`src/rtl/core/hpm_pkg.sv`:
```
// ----------------------------------------------------------------------------
// hpm_pkg
// Shared types, widths and helpers of the homography point mapper.
// ----------------------------------------------------------------------------
package hpm_pkg;

    // fixed-point formats
    localparam int CFB    = 32;             // coefficient fraction bits
    localparam int PFB    = 12;             // point fraction bits
    localparam int CW     = 48;             // coefficient width
    localparam int PW     = 32;             // point width
    localparam int NCOEF  = 9;
    localparam int IDXW   = 4;
    localparam int CSPLIT = CW / 2;         // split of the coefficient multiply

    // datapath widths
    localparam int PRODW = CW + PW;         // one exact product
    localparam int ACCW  = PRODW + 2;       // sum of three products
    localparam int MW    = ACCW - 1;        // magnitude of a sum
    localparam int NW    = MW + PFB;        // scaled numerator magnitude
    localparam int QB    = PW + 1;          // quotient bits kept before rounding
    localparam int CNTW  = $clog2(QB + 1);

    // request queue between front and back
    localparam int FDEPTH = 4;
    localparam int FAW    = $clog2(FDEPTH);

    typedef enum logic [1:0] {
        ST_OK   = 2'd0,
        ST_ZERO = 2'd1,
        ST_SAT  = 2'd2
    } t_status;

    typedef struct packed {
        logic                   is_map;
        logic [IDXW-1:0]        idx;
        logic signed [CW-1:0]   coef;
        logic signed [PW-1:0]   x;
        logic signed [PW-1:0]   y;
        logic                   last;
    } t_entry;

    typedef struct packed {
        logic full;
        logic empty;
    } t_qstat;

    // identity matrix entry in coefficient format
    function automatic logic [CW-1:0] coef_reset(input logic [IDXW-1:0] k);
        logic [CW-1:0] v;
        v = '0;
        if (k == IDXW'(0) || k == IDXW'(4) || k == IDXW'(8)) begin
            v[CFB] = 1'b1;
        end
        return v;
    endfunction

endpackage

```
`src/rtl/core/hpm_front.sv`:
```
// ----------------------------------------------------------------------------
// hpm_front
// Accepts requests, drops loads to nonexistent coefficients, packs the rest.
// ----------------------------------------------------------------------------
module hpm_front (
    input  logic                          i_push,
    input  logic                          i_action,
    input  logic [hpm_pkg::IDXW-1:0]      i_coef_index,
    input  logic signed [hpm_pkg::CW-1:0] i_coef_value,
    input  logic signed [hpm_pkg::PW-1:0] i_x_in,
    input  logic signed [hpm_pkg::PW-1:0] i_y_in,
    input  logic                          i_last_in,
    input  hpm_pkg::t_qstat               i_qstat,
    output logic                          o_full,
    output logic                          o_wr,
    output hpm_pkg::t_entry               o_entry
);

    logic accept;
    logic keep;

    // acceptance and classification
    assign accept = i_push && !i_qstat.full;
    assign keep   = i_action || (i_coef_index < hpm_pkg::IDXW'(hpm_pkg::NCOEF));
    assign o_wr   = accept && keep;
    assign o_full = i_qstat.full;

    // pack only what the request kind needs
    always_comb begin
        o_entry        = '0;
        o_entry.is_map = i_action;
        if (i_action) begin
            o_entry.x    = i_x_in;
            o_entry.y    = i_y_in;
            o_entry.last = i_last_in;
        end else begin
            o_entry.idx  = i_coef_index;
            o_entry.coef = i_coef_value;
        end
    end

endmodule

```
`config.mk`:
```
export PLATFORM = sky130hd
export DESIGN_NAME = hpm_front
export DESIGN_NICKNAME = d
export VERILOG_FILES = /design/src/rtl/core/hpm_pkg.sv /design/src/rtl/core/hpm_front.sv
export SDC_FILE = /design/constraint.sdc
export NUM_CORES = 1
export LEC_CHECK = 0
export ABC_AREA = 1
export BUFFER_PORTS_ARGS = -buffer_cell sky130_fd_sc_hd__buf_2
export CORE_AREA = 4 4 92 94
export DETAILED_ROUTE_END_ITERATION = 12
export DIE_AREA = 0 0 96 98
export PLACE_DENSITY_LB_ADDON = 0.2
export RECOVER_POWER = 25
export SLEW_MARGIN = 25
export SYNTH_ARGS = -nofsm -noshare
export SYNTH_HDL_FRONTEND = slang
export SYNTH_SLANG_ARGS = --single-unit
```
`constraint.sdc`:
```
create_clock -name vclk -period 0.8
set_input_delay 0.12 -clock vclk [all_inputs]
set_output_delay 0.12 -clock vclk [all_outputs]
set_load 0.1 [all_outputs]
```
==> out/qor.yml <==
setup_slack_ns: -0.188
cp.required_ns: 0.68
coreArea_um2: 7650
finalHoldViolCount: 0
ys_types: 8
antenna_found_initial: 0
cp_max_fo: 6
wl_per_cell_um: 13.2
crit_cells: 5
seq_area_frac_synth: 0
hpwlAfterDp_um: 7150
first_global_vias: 2455
min_period_over_period: 1.23
area_delta_synth_final_pct: 431
holdPathStages: 4
startpoint: "i_action"
power_mw: 5.29
violations: "negative setup slack"
cp_common_cell: "buf_12"
p_leak_nw: 2.40
place_inst: 599
first_iter_violations: 11
n_clock_buffer: 0
synthesis.area_um2: 1010
path_class: "input port to primary output"
ant_nets: 0
dr.pass1.iters: 2
hp-start: "i_coef_value[26]"
cp_top_family: "buffers and inverters"
slew_headroom: 0.864
io_pins: 241
drt-total-wl_um: 8060
startpoint_type: "input port"
grt_pass1_wl_um: 12200
period_needed_ns: 0.988
die_w_um: 96
synth_cells: 254
via_per_inst: 3.82
cp.arrival_ns: 0.87
numPortBuffers: 240
grt_use_total: 0.162
synth.avg_cell_area_um2: 3.99
crit_buf_inv: 4
dieArea_um2: 9410
finalSetupTns_ns: -14.28
nFlopsAndLatches: 0
rsz0062_at_grt: "yes"
rows: 32
overflow: 0
fmax_ghz: 1.01
slew_violations: 0
drive_above_1_share: 0.890
stdcell_count: 611
p_per_area_nw_per_um2: 983
status: "finished with violations"
nets: 632
die_h_um: 98
hold_buffers: 0
peakVddDrop_uv: 549
initial_core_util: 0.132
cap_violations: 0
antenna_cells: 0
tightest_slew_ns: 0.204
worst_path_largest_cell_delay_ns: 0.18
slowest_stage: "buf_12"
yosys_warnings: 0
worstSetupEndpointType: "primary output"
setup_viol_count_final: 118
drc_errors: 0
seq_area_um2: 0
grt_max_degree: 28
syn-num-nets: 375
path_cells: "clkbuf_16 -> buf_12 -> buf_16 -> nor2_4 -> buf_12"
gp_congestion: 0.737
vias: 2331
hold_path.class: "input port to primary output"
==> where the power goes <==
group / internal (mW) / switching (mW) / leakage [nW]
Clock: 0 / 0 / 0
Sequential: 0 / 0 / 0
Combinational: 1.92 / 3.37 / 2.40
Total: 1.92 / 3.37 / 2.40
==> cells by family after synthesis <==
| group | after synthesis | share of synthesized area |
|---|---|---|
| simple gates | 120 | 0.447 |
| buf+inv | 133 | 0.548 |
| compound gates | 1 | 0.00494 |
==> worst paths after layout <==
kind	to	slack [ns]
max	o_entry[98]	-0.19
min	o_entry[91]	0.62
==> routing by layer <==
layer | up-vias | global-route usage | part of all wire
met1 | 1033 | 0.150 | 0.28
met2 | 146 | 0.331 | 0.57
met3 | 8 | 0.0562 | 0.13
met4 | 0 | 0.0241 | 0.016
met5 | - | 0 | 0
li1 | 1144 | - | -
==> synth_stat cells <==
cell | instances | area share
buf_4 | 2 | 0.015
inv_1 | 118 | 0.44
nor2_2 | 1 | 0.0062
buf_2 | 8 | 0.040
nor2_1 | 52 | 0.19
a21oi_1 | 1 | 0.0049
nand2_1 | 67 | 0.25
buf_6 | 5 | 0.056
==> cells in the final DEF (no fill, tap or decap) <==
cell	instances
nand2_1	2
nor2_1	1
buf_12	128
a21oi_4	1
buf_6	12
nor2_4	52
inv_1	53
buf_4	3
clkbuf_16	2
buf_16	5
clkinvlp_4	65
nand2_4	5
buf_2	119
nand2_2	60
clkbuf_8	1
==> timing repair <==
action,CTS,global route
resized for setup,35,4
buffers inserted,7,0
endpoints found under the setup margin,119,119
endpoints found under the hold margin,0,0
pin swaps,7,7
cloned,4,1
==> tightest hold or removal path: stages <==
cell and delay (ns):
buf_2 0.09, inv_1 0.08, nor2_4 0.05, buf_12 0.15
==> metrics by stage <==
step	util	instance area (um^2)	setup WS [ns]	hold slack (ns)
final	0.703	5380	-0.188	0.617
after global placement	0.659	5040	-0.313	0.593
after detailed placement	0.659	5040	-0.336	0.600
after CTS	0.698	5340	-0.194	0.602
after floorplan	-	1810	-0.526	0.439
after global routing	0.703	5380	-0.206	0.625
==> layout make-up <==
cell class	count	area, um^2
repair buffers	270	3520
fillers	578	2270
multi-input cells	121	1040
inverters	118	687
well taps	102	128
Power figures use the tool's default switching activity.
