--- src/rtl/core/hpm_pkg.sv ---
// ----------------------------------------------------------------------------
// hpm_pkg
// Shared types, widths and helpers of the homography point mapper.
// ----------------------------------------------------------------------------
package hpm_pkg;

    // fixed-point formats
    localparam int CFB    = 32;             // coefficient fraction bits
    localparam int PFB    = 12;             // point fraction bits
    localparam int CW     = 48;             // coefficient width
    localparam int PW     = 32;             // point width
    localparam int NCOEF  = 9;
    localparam int IDXW   = 4;
    localparam int CSPLIT = CW / 2;         // split of the coefficient multiply

    // datapath widths
    localparam int PRODW = CW + PW;         // one exact product
    localparam int ACCW  = PRODW + 2;       // sum of three products
    localparam int MW    = ACCW - 1;        // magnitude of a sum
    localparam int NW    = MW + PFB;        // scaled numerator magnitude
    localparam int QB    = PW + 1;          // quotient bits kept before rounding
    localparam int CNTW  = $clog2(QB + 1);

    // request queue between front and back
    localparam int FDEPTH = 4;
    localparam int FAW    = $clog2(FDEPTH);

    typedef enum logic [1:0] {
        ST_OK   = 2'd0,
        ST_ZERO = 2'd1,
        ST_SAT  = 2'd2
    } t_status;

    typedef struct packed {
        logic                   is_map;
        logic [IDXW-1:0]        idx;
        logic signed [CW-1:0]   coef;
        logic signed [PW-1:0]   x;
        logic signed [PW-1:0]   y;
        logic                   last;
    } t_entry;

    typedef struct packed {
        logic full;
        logic empty;
    } t_qstat;

    // identity matrix entry in coefficient format
    function automatic logic [CW-1:0] coef_reset(input logic [IDXW-1:0] k);
        logic [CW-1:0] v;
        v = '0;
        if (k == IDXW'(0) || k == IDXW'(4) || k == IDXW'(8)) begin
            v[CFB] = 1'b1;
        end
        return v;
    endfunction

endpackage

--- src/rtl/core/hpm_fifo.sv ---
// ----------------------------------------------------------------------------
// hpm_fifo
// Short request queue between front and back.
// ----------------------------------------------------------------------------
module hpm_fifo (
    input  logic            i_clk,
    input  logic            i_rst_n,
    input  logic            i_wr,
    input  hpm_pkg::t_entry i_entry,
    input  logic            i_rd,
    output hpm_pkg::t_entry o_entry,
    output hpm_pkg::t_qstat o_qstat
);

    hpm_pkg::t_entry               r_mem [hpm_pkg::FDEPTH];
    logic [hpm_pkg::FAW-1:0]       r_wp;
    logic [hpm_pkg::FAW-1:0]       r_rp;
    logic [hpm_pkg::FAW:0]         r_cnt;
    logic                          do_wr;
    logic                          do_rd;

    assign o_qstat.full  = (r_cnt == (hpm_pkg::FAW+1)'(hpm_pkg::FDEPTH));
    assign o_qstat.empty = (r_cnt == '0);
    assign do_wr = i_wr && !o_qstat.full;
    assign do_rd = i_rd && !o_qstat.empty;
    assign o_entry = r_mem[r_rp];

    // pointers and fill count
    always_ff @(posedge i_clk) begin
        if (!i_rst_n) begin
            r_wp  <= '0;
            r_rp  <= '0;
            r_cnt <= '0;
        end else begin
            if (do_wr) r_wp <= r_wp + 1'b1;
            if (do_rd) r_rp <= r_rp + 1'b1;
            if (do_wr && !do_rd) begin
                r_cnt <= r_cnt + 1'b1;
            end else if (do_rd && !do_wr) begin
                r_cnt <= r_cnt - 1'b1;
            end
        end
    end

    // storage
    always_ff @(posedge i_clk) begin
        if (do_wr) r_mem[r_wp] <= i_entry;
    end

endmodule

--- config.mk ---
export PLATFORM = sky130hd
export DESIGN_NAME = hpm_fifo
export DESIGN_NICKNAME = d
export VERILOG_FILES = /design/src/rtl/core/hpm_pkg.sv /design/src/rtl/core/hpm_fifo.sv
export SDC_FILE = /design/constraint.sdc
export NUM_CORES = 1
export LEC_CHECK = 0
export BUFFER_PORTS_ARGS = -buffer_cell sky130_fd_sc_hd__buf_2
export CORE_UTILIZATION = 53
export CTS_BUF_LIST = sky130_fd_sc_hd__clkbuf_4
export CTS_CLUSTER_DIAMETER = 80
export DETAILED_ROUTE_END_ITERATION = 7
export PLACE_DENSITY_LB_ADDON = 0.25
export RECOVER_POWER = 25
export SLEW_MARGIN = 20
export SYNTH_ARGS = -nofsm -noshare
export SYNTH_HDL_FRONTEND = slang
export SYNTH_SLANG_ARGS = --single-unit
export TNS_END_PERCENT = 1
--- constraint.sdc ---
create_clock -name i_clk -period 3.7 [get_ports i_clk]
set_input_delay 0.185 -clock i_clk [delete_from_list [all_inputs] [get_ports i_clk]]
set_output_delay 0.185 -clock i_clk [all_outputs]
set_load 0.03 [all_outputs]
==> results by group <==
Run status
  – Outcome: finished, final reports clean

Placement
  – Placed cell areas: 19300 um2
  – Detailed Place HPWL: 18400 um
  – Placed cells: 1336
  – PortBufs: 241
  – GP Congestion: 0.698
  – DP Worst Slack: 1.20 ns

Floorplan
  – Die area: 33700 um2
  – # IOs: 242
  – Die height: 183 um
  – Die X-Extent: 183 um
  – # rows: 66
  – Initial Util: 53.8%
  – Core ar.: 32500 um2

Timing
  – Max-slew headroom: 50.6%
  – Fin crit period: 2.75 ns
  – Fin crit share: 74.2%
  – Highest clock rate: 364 MHz
  – Worst Tran Pin Value: 0.741 ns
  – RSZ-0062 raised after global routing: false
  – Hold Slack: 0.213 ns
  – Final hold viol count: 0
  – Final Setup Violations: 0
  – Final Max Tran Viols: 0
  – Setup TNS: 0 ns
  – Max Clock Skew: 0.0278 ns
  – Setup ws final: 0.954 ns

Power
  – Peak supply drop: 0.000512 V
  – Power per cell area: 704 nW/um2
  – Internal power: 10.7 mW
  – Final Power: 15.5 mW
  – NetSw: 4.82 mW
  – Sw frac: 31.1%
  – Flop pwr share: 44.1%
  – Part of the power in the clock network: 28.2%
  – Lkg Pwr: 7.45 nW
  – Comb pwr share: 27.7%

Synthesis
  – Mapped Area: 17500 um2
  – Main combinational cell family by area after synthesis: multiplexers
  – Ys Warns: 0
  – Post-synthesis compound-gate area fraction: 0.165%
  – Synth Instances: 664
  – Largest area contributor in the netlist: edfxtp_1
  – Post-synth top area share: 81.2%
  – Synth Register Bits: 481
  – Adder-cell share of the synthesized area: 0.473%
  – Most frequent cell after synthesis: edfxtp_1
  – Most frequent cells after synthesis: edfxtp_1 (472), mux4_2 (118), buf_2 (13)
  – Async S/R FF share, synth: 0%
  – Number of synthesized flops with an enable pin: 472
  – Synth Area in XOR/XNOR: 0.201%
  – Primary FF master, synth: edfxtp_1
  – Mean Syn Cell Area: 26.3 um2
  – Yosys cell types: 23
  – Synth area leaders: edfxtp_1 (81%), mux4_2 (15%), dfxtp_1 (1.0%), buf_2 (0.37%), ha_1 (0.36%)
  – Mux contribution to synthesized area: 15.4%
  – Post-synthesis simple-gate area fraction: 0.552%
  – Post-synth net total: 792
  – Seq/Total Area, Yosys: 82.2%

Hold path
  – HP Class: in2reg
  – Hold Path Cell Cnt: 2

Detailed routing
  – Vias: 8647
  – Via density: 5.18
  – Average routed wire per standard cell: 19.8 um
  – DRT Pass-1 Iters: 4
  – DRC viols: 0
  – First DRT Iteration DRCs: 496
  – Routed wire length: 33100 um
  – Post-DRT Antenna Nets: 0

CTS
  – H-tree depth: 3
  – CTS tree: built
  – CTS buffer count: 117
  – Hold_buf cts: 121
  – Post-CTS setup buffers: 0
  – CTS root buf: clkbuf_4
  – CTS clk-pin slew, worst paths: 0.07 ns
  – Worst-skew pair later-pin latency: 0.76 ns
  – Resized cells post-CTS: 0
  – Clock buffer depth: 3
  – # clock sinks: 481

Layout
  – NumNets Final: 1262
  – Filler cells: 2101
  – Area Overhead vs Synth: 26.0%
  – Post-route cell area: 22000 um2
  – Core Util, Final: 67.8%
  – Fraction of layout cells with a size suffix above 1: 40.3%
  – Finished Layout Cells: 1668

Worst setup path
  – Setup crit end kind: output pin
  – Crit path launch type: register
  – CP Class: reg2out
  – Critical Path RT: 3.51 ns
  – Worst R2R Setup Slack: 1.21 ns
  – Worst Path Max Fanout: 20
  – Worst Reg-to-Reg Cells: 4
  – WP data arrival: 2.56 ns

Global route
  – Vias in the first global route: 9427
  – Busiest grt layer: met2
  – First-pass GRT wire length: 50900 um
  – GR Util met1: 26.4%
  – Initial antenna violation count: 3
  – Largest net degree at the start of global routing: 46
  – Grt met3 use: 6.99%
  – GRT overflow: 0
  – Met2 Resource Use GR: 32.0%
  – Total track usage: 20.3%

Run
  – Max-cap viol count: 0
routing by layer:
metal | wire length, um | up-vias
met5 | 10 | -
met3 | 2760 | 39
met1 | 13600 | 4422
li1 | - | 3900
met4 | 465 | 2
met2 | 16200 | 284
state kept, by name, indices dropped and copies added (netlist names), named ones only:
register and cells:
r_cnt 3, r_mem 472, r_rp 2, r_wp 2
cell type report:
cell class	instances	area, um2	share of cell area [%]
flip-flops and latches	481	14400	65.3
multi-input cells	152	2940	13.4
repair buffers	379	2590	11.8
clock buffers	179	1340	6.11
well taps	442	553	2.51
clock inverters	30	196	0.893
inverters	3	11.3	0.0512
diodes	2	5.00	0.0228
power by group through the flow:
stage	sequential (mW)	combinational [mW]	clock, mW
final	6.83	4.30	4.37
after global routing	6.88	4.56	4.79
after CTS	6.84	4.38	4.51
after detailed placement	6.95	4.26	0
after global placement	6.93	4.25	0
after floorplan	6.87	3.15	0
placed cells by master, fill, tap and decap left out, types with 2 or more instances in the layout:
cell type / n
buf_2: 165
buf_4: 6
and2_1: 4
clkinv_1: 22
clkbuf_4: 179
mux2i_1: 3
edfxtp_1: 472
bufinv_16: 3
mux4_2: 118
dfxtp_4: 2
buf_12: 11
nor2b_1: 2
inv_1: 3
clkinv_2: 4
clkbuf_1: 76
and2_4: 4
dfxtp_1: 7
nand2_1: 4
diode_2: 2
dlygate4sd3_1: 121
xnor2_1: 3
ha_1: 5
kinds of logic after synthesis:
family / Yosys count
XOR/XNOR: 4
flip-flops: 481
adder cells (fa/ha/maj): 6
AO/OA/AOI/OAI: 4
multiplexers: 121
AND/OR/NAND/NOR: 17
buffers and inverters: 31
worst paths after layout:
kind / endpoint / from
min reg2reg: r_wp[0]$_SDFFE_PN0P_ / r_wp[0]$_SDFFE_PN0P_
max: o_entry[23] / register
max reg2reg: r_mem[3][86]$_DFFE_PP_ / r_cnt[0]$_SDFFE_PN0P_
min: r_mem[1][41]$_DFFE_PP_ / i_entry[41]
critical path, cell delays in order, from the launching register on:
cell	delay [ns]
dfxtp_4	0.62
buf_4	0.42
mux4_2	0.57
buf_2	0.19
Note: power is estimated with default switching activity, not from simulation.
